$ cat src/design/pvta_pkg.sv
package pvta_pkg;

    localparam int COORD_BITS   = 16;
    localparam int CORDIC_STEPS = 18;

    localparam int DIFF_W   = COORD_BITS + 1;
    localparam int PROD_W   = 2 * DIFF_W;
    localparam int DOT_W    = PROD_W + 1;
    localparam int LEN_FRAC = 8;
    localparam int LEN_W    = DIFF_W + LEN_FRAC + 3;
    localparam int ANG_W    = 64;
    localparam int ANG_TOP  = 58;
    localparam int Z_W      = 34;
    localparam int T_W      = Z_W + 1;
    localparam int INV_W    = 28;
    localparam int MUL_W    = LEN_W - 1 + INV_W;
    localparam int LEN_SH   = 28 + LEN_FRAC;

    localparam logic [INV_W-1:0] INV_GAIN_Q28 = 28'd163008218;
    localparam logic signed [Z_W-1:0] QUARTER_TURN = 34'sd1073741824;

    // must stay a power of two
    localparam int QDEPTH = 4;
    localparam int QPTR_W = $clog2(QDEPTH);

    typedef struct packed {
        logic signed [ANG_W-1:0]  ax;
        logic signed [ANG_W-1:0]  ay;
        logic signed [Z_W-1:0]    az;
        logic signed [LEN_W-1:0]  lx;
        logic signed [LEN_W-1:0]  ly;
        logic signed [DIFF_W-1:0] dx;
        logic signed [DIFF_W-1:0] dy;
        logic                     lone;
        logic                     cz;
    } work_t;

    // arctangent of 2^-i, 2^32 per turn
    function automatic logic signed [Z_W-1:0] atan_turn(input int i);
        logic signed [Z_W-1:0] r;
        unique case (i)
            0:  r = 34'sd536870912;
            1:  r = 34'sd316933406;
            2:  r = 34'sd167458907;
            3:  r = 34'sd85004756;
            4:  r = 34'sd42667331;
            5:  r = 34'sd21354465;
            6:  r = 34'sd10679838;
            7:  r = 34'sd5340245;
            8:  r = 34'sd2670163;
            9:  r = 34'sd1335087;
            10: r = 34'sd667544;
            11: r = 34'sd333772;
            12: r = 34'sd166886;
            13: r = 34'sd83443;
            14: r = 34'sd41722;
            15: r = 34'sd20861;
            16: r = 34'sd10430;
            17: r = 34'sd5215;
            18: r = 34'sd2608;
            19: r = 34'sd1304;
            20: r = 34'sd652;
            21: r = 34'sd326;
            22: r = 34'sd163;
            23: r = 34'sd81;
            24: r = 34'sd41;
            25: r = 34'sd20;
            26: r = 34'sd10;
            27: r = 34'sd5;
            28: r = 34'sd3;
            29: r = 34'sd1;
            30: r = 34'sd1;
            default: r = '0;
        endcase
        return r;
    endfunction

endpackage

$ cat src/design/pvta_queue.sv
module pvta_queue (
    input  logic             clk,
    input  logic             rst_n,
    input  pvta_pkg::work_t  in_data,
    input  logic             in_valid,
    output logic             in_ready,
    output pvta_pkg::work_t  out_data,
    output logic             out_valid,
    input  logic             out_ready
);

    localparam int PW = pvta_pkg::QPTR_W;

    pvta_pkg::work_t mem [pvta_pkg::QDEPTH];
    logic [PW-1:0]   wr_reg, rd_reg;
    logic [PW:0]     cnt_reg;
    logic            push, pop;

    assign in_ready  = (cnt_reg != (PW+1)'(pvta_pkg::QDEPTH));
    assign out_valid = (cnt_reg != '0);
    assign out_data  = mem[rd_reg];
    assign push      = in_valid && in_ready;
    assign pop       = out_valid && out_ready;

    always_ff @(posedge clk)
    begin
        if (push)
        begin
            mem[wr_reg] <= in_data;
        end
    end

    always_ff @(posedge clk or negedge rst_n)
    begin
        if (!rst_n)
        begin
            wr_reg  <= '0;
            rd_reg  <= '0;
            cnt_reg <= '0;
        end
        else
        begin
            if (push)
            begin
                wr_reg <= wr_reg + 1'b1;
            end
            if (pop)
            begin
                rd_reg <= rd_reg + 1'b1;
            end
            if (push && !pop)
            begin
                cnt_reg <= cnt_reg + 1'b1;
            end
            else if (pop && !push)
            begin
                cnt_reg <= cnt_reg - 1'b1;
            end
        end
    end

endmodule

$ cat config.mk
export PLATFORM = sky130hd
export DESIGN_NAME = pvta_queue
export DESIGN_NICKNAME = d
export VERILOG_FILES = /design/src/design/pvta_pkg.sv /design/src/design/pvta_queue.sv
export SDC_FILE = /design/constraint.sdc
export NUM_CORES = 1
export LEC_CHECK = 0
export BUFFER_PORTS_ARGS = -buffer_cell sky130_fd_sc_hd__buf_2
export CORE_MARGIN = 10
export CORE_UTILIZATION = 45
export CTS_CLUSTER_DIAMETER = 60
export DETAILED_ROUTE_END_ITERATION = 16
export GPL_TIMING_DRIVEN = 0
export HOLD_SLACK_MARGIN = 0.1
export SLEW_MARGIN = 15
export SYNTH_ARGS = -nofsm -noshare
export SYNTH_HDL_FRONTEND = slang
export SYNTH_SLANG_ARGS = --single-unit
$ cat constraint.sdc
create_clock -name clk -period 13.4 [get_ports clk]
set_clock_uncertainty 0.05 [all_clocks]
set_input_delay 0.67 -clock clk [delete_from_list [all_inputs] [get_ports clk]]
set_output_delay 0.67 -clock clk [all_outputs]
set_load 0.05 [all_outputs]
==> metrics.yaml <==
outcome: "finished, final reports clean"
post_cts_resize_count: 0
layoutNonFillerInstCount: 3177
synthTopCellsByArea: "edfxtp_1, mux4_2, buf_12"
n_fill_cell: 6198
required_ns: 12.68
fin_crit_ns: 3.68
synth_largest_area_cell: "edfxtp_1"
syn_avg_cell_area_um2: 27.4
cts_tree: "built"
syn_nets: 1626
first_pass_iters: 5
fp-row-count: 105
netlist-cell-type-count: 20
largest_reg_flops: 1016
synth.most_common_cell: "edfxtp_1"
setup_violations: 0
drtIter0Drc: 1099
dieWidth_um: 308
antenna_found_initial: 25
hp-class: "in2reg"
yosysWarnings: 0
grt_max_degree: 47
leakagePower_nw: 15.4
synth.top_cell.area_share_pct: 81.8
start_util_pct: 45.4
synth_edf_count: 1016
grt_pass1_wl_um: 118000
grt_pass1_vias: 17800
fin_nets: 2272
maxCapViolCount: 0
coreArea_mm2: 0.0821
async_reset_ff_share_pct: 0.684
h-tree-depth: 3
slew_viol_final: 0
clkSinkCount: 1023
start_kind: "flip-flop"
synthFlopType: "edfxtp_1"
ys_ff_latch: 1023
yosys-top-cells-count: "edfxtp_1, mux4_2, buf_2"
place.gp.congestion: 0.726
dpl.cell_count: 2969
cts_buffer_depth: 3
critPathKind: "reg2out"
cpMostUsedCell: "buf_2"
postCtsSetupBuffers: 0
ios: 514
cp-end-kind: "primary output"
dieArea_mm2: 0.0948
drive_gt1_share_pct: 47.6
synth_area_mm2: 0.0373
grt_setup_unrepaired: "no"
num_vias: 16700
drc_errors: 0
cts_buffers: 106
worstMarginPinSlew_ns: 0.749
arrival_ns: 2.96
ir_drop_mv: 0.166
clockRootBuffer: "clkbuf_16"
p_per_area_mw_per_mm2: 264
routed_via_density: 5.26
hold_viol_final: 0
max_stage_delay_ns: 0.61
insertion_delay_ns: 0.64
fmax_mhz: 271
die_y_um: 308
area_delta_synth_final_pct: 21.2
ant_nets: 0
crit_family: "buffers and inverters"
cp_num_buf_inv: 3
path_clk_slew_ns: 0.06
grt_use_total_pct: 16.9
ctsHoldBuffers: 1
detailedPlacementHpwl_um: 54400
routed_wl_um: 81000
port_buffers: 513
overflow: 0
syn_inst: 1362
crit_slowest_cell: "clkbuf_1"
crit_chain: "clkbuf_1 > buf_2 > mux4_2 > buf_2"
slew_headroom_pct: 50.0
reg2reg_setup_slack_ns: 10.93
period_share_pct: 27.5
synth.yosys.seq_area_share_pct: 82.3
wl_per_cell_um: 25.5
setup_tns_ns: 0
worstPathMaxFanout: 10
==> placed cells by master (no fill, tap or decap), types with 3 or more instances in the layout <==
master / instances
and2_4: 4
buf_12: 30
buf_16: 16
buf_2: 538
buf_6: 6
bufinv_16: 5
clkbuf_1: 27
clkbuf_16: 107
clkinv_1: 26
clkinv_16: 3
clkinv_2: 17
clkinvlp_4: 4
dfrtp_1: 7
diode_2: 10
edfxtp_1: 1016
ha_1: 5
inv_1: 3
inv_6: 3
inv_8: 4
mux4_2: 254
xnor2_1: 4
==> layout make-up <==
| class | instances | area (um2) | share of cell area (%) |
|---|---|---|---|
| Tap cell | 1070 | 1340 | 2.96 |
| Buffer | 57 | 652 | 1.44 |
| Clock buffer | 131 | 2770 | 6.13 |
| Sequential cell | 1023 | 30700 | 67.9 |
| Multi-Input combinational cell | 279 | 5950 | 13.2 |
| Antenna cell | 10 | 25.0 | 0.0554 |
| Inverter | 3 | 11.3 | 0.0249 |
| Timing Repair Buffer | 538 | 3180 | 7.03 |
| Clock inverter | 66 | 578 | 1.28 |
==> through the flow <==
| stage | setup slack [ns] | hold WS [ns] | util, % | total power, mW | instance area, um2 |
|---|---|---|---|---|---|
| floorplan | 5.96 | 0.324 | - | 8.14 | 37300 |
| global placement | 0.655 | 0.458 | 50.2 | 9.56 | 41200 |
| detailed placement | 10.20 | 0.464 | 50.9 | 9.34 | 41800 |
| CTS | 9.48 | 0.118 | 55.0 | 12.1 | 45200 |
| global route | 9.49 | 0.137 | 55.0 | 12.4 | 45200 |
| finish | 9.72 | 0.173 | 55.0 | 11.9 | 45200 |
==> layer usage <==
layer	vias to the layer above	global-route usage, %	wire length, um
li1	7268	-	-
met1	8794	20.5	30700
met2	509	28.5	41500
met3	125	6.04	7140
met4	28	4.75	1520
met5	-	0	194
==> cell families after synthesis <==
kind of cell	count (synthesis)	share of synthesized area, %
AO/OA/AOI/OAI	1	0.0302
XOR/XNOR	6	0.141
adder cells (fa/ha/maj)	6	0.221
buffers and inverters	60	1.78
flip-flops	1023	82.3
multiplexers	256	15.4
AND/OR/NAND/NOR	10	0.138
==> report_power, final <==
part	switching (mW)	internal, mW
registers	0.120	4.22
logic	3.36	1.46
clock network	1.19	1.58
total	4.67	7.26
==> path summary, 6_finish.rpt <==
kind                                        startpoint                endpoint  cells after the start
worst max-delay path             rd_reg[1]$_DFFE_PN0P_            out_data[47]                      4
worst min-delay path                      in_data[179]   mem[0][179]$_DFFE_PP_                      1
worst min register to register  cnt_reg[2]$_DFFE_PN0P_  cnt_reg[2]$_DFFE_PN0P_                      1
max in group asynchronous                        rst_n   rd_reg[0]$_DFFE_PN0P_                      2
min in group asynchronous                        rst_n  cnt_reg[2]$_DFFE_PN0P_                      2
worst max register to register  cnt_reg[0]$_DFFE_PN0P_    mem[2][88]$_DFFE_PP_                      5
Power figures use the tool's default switching activity.
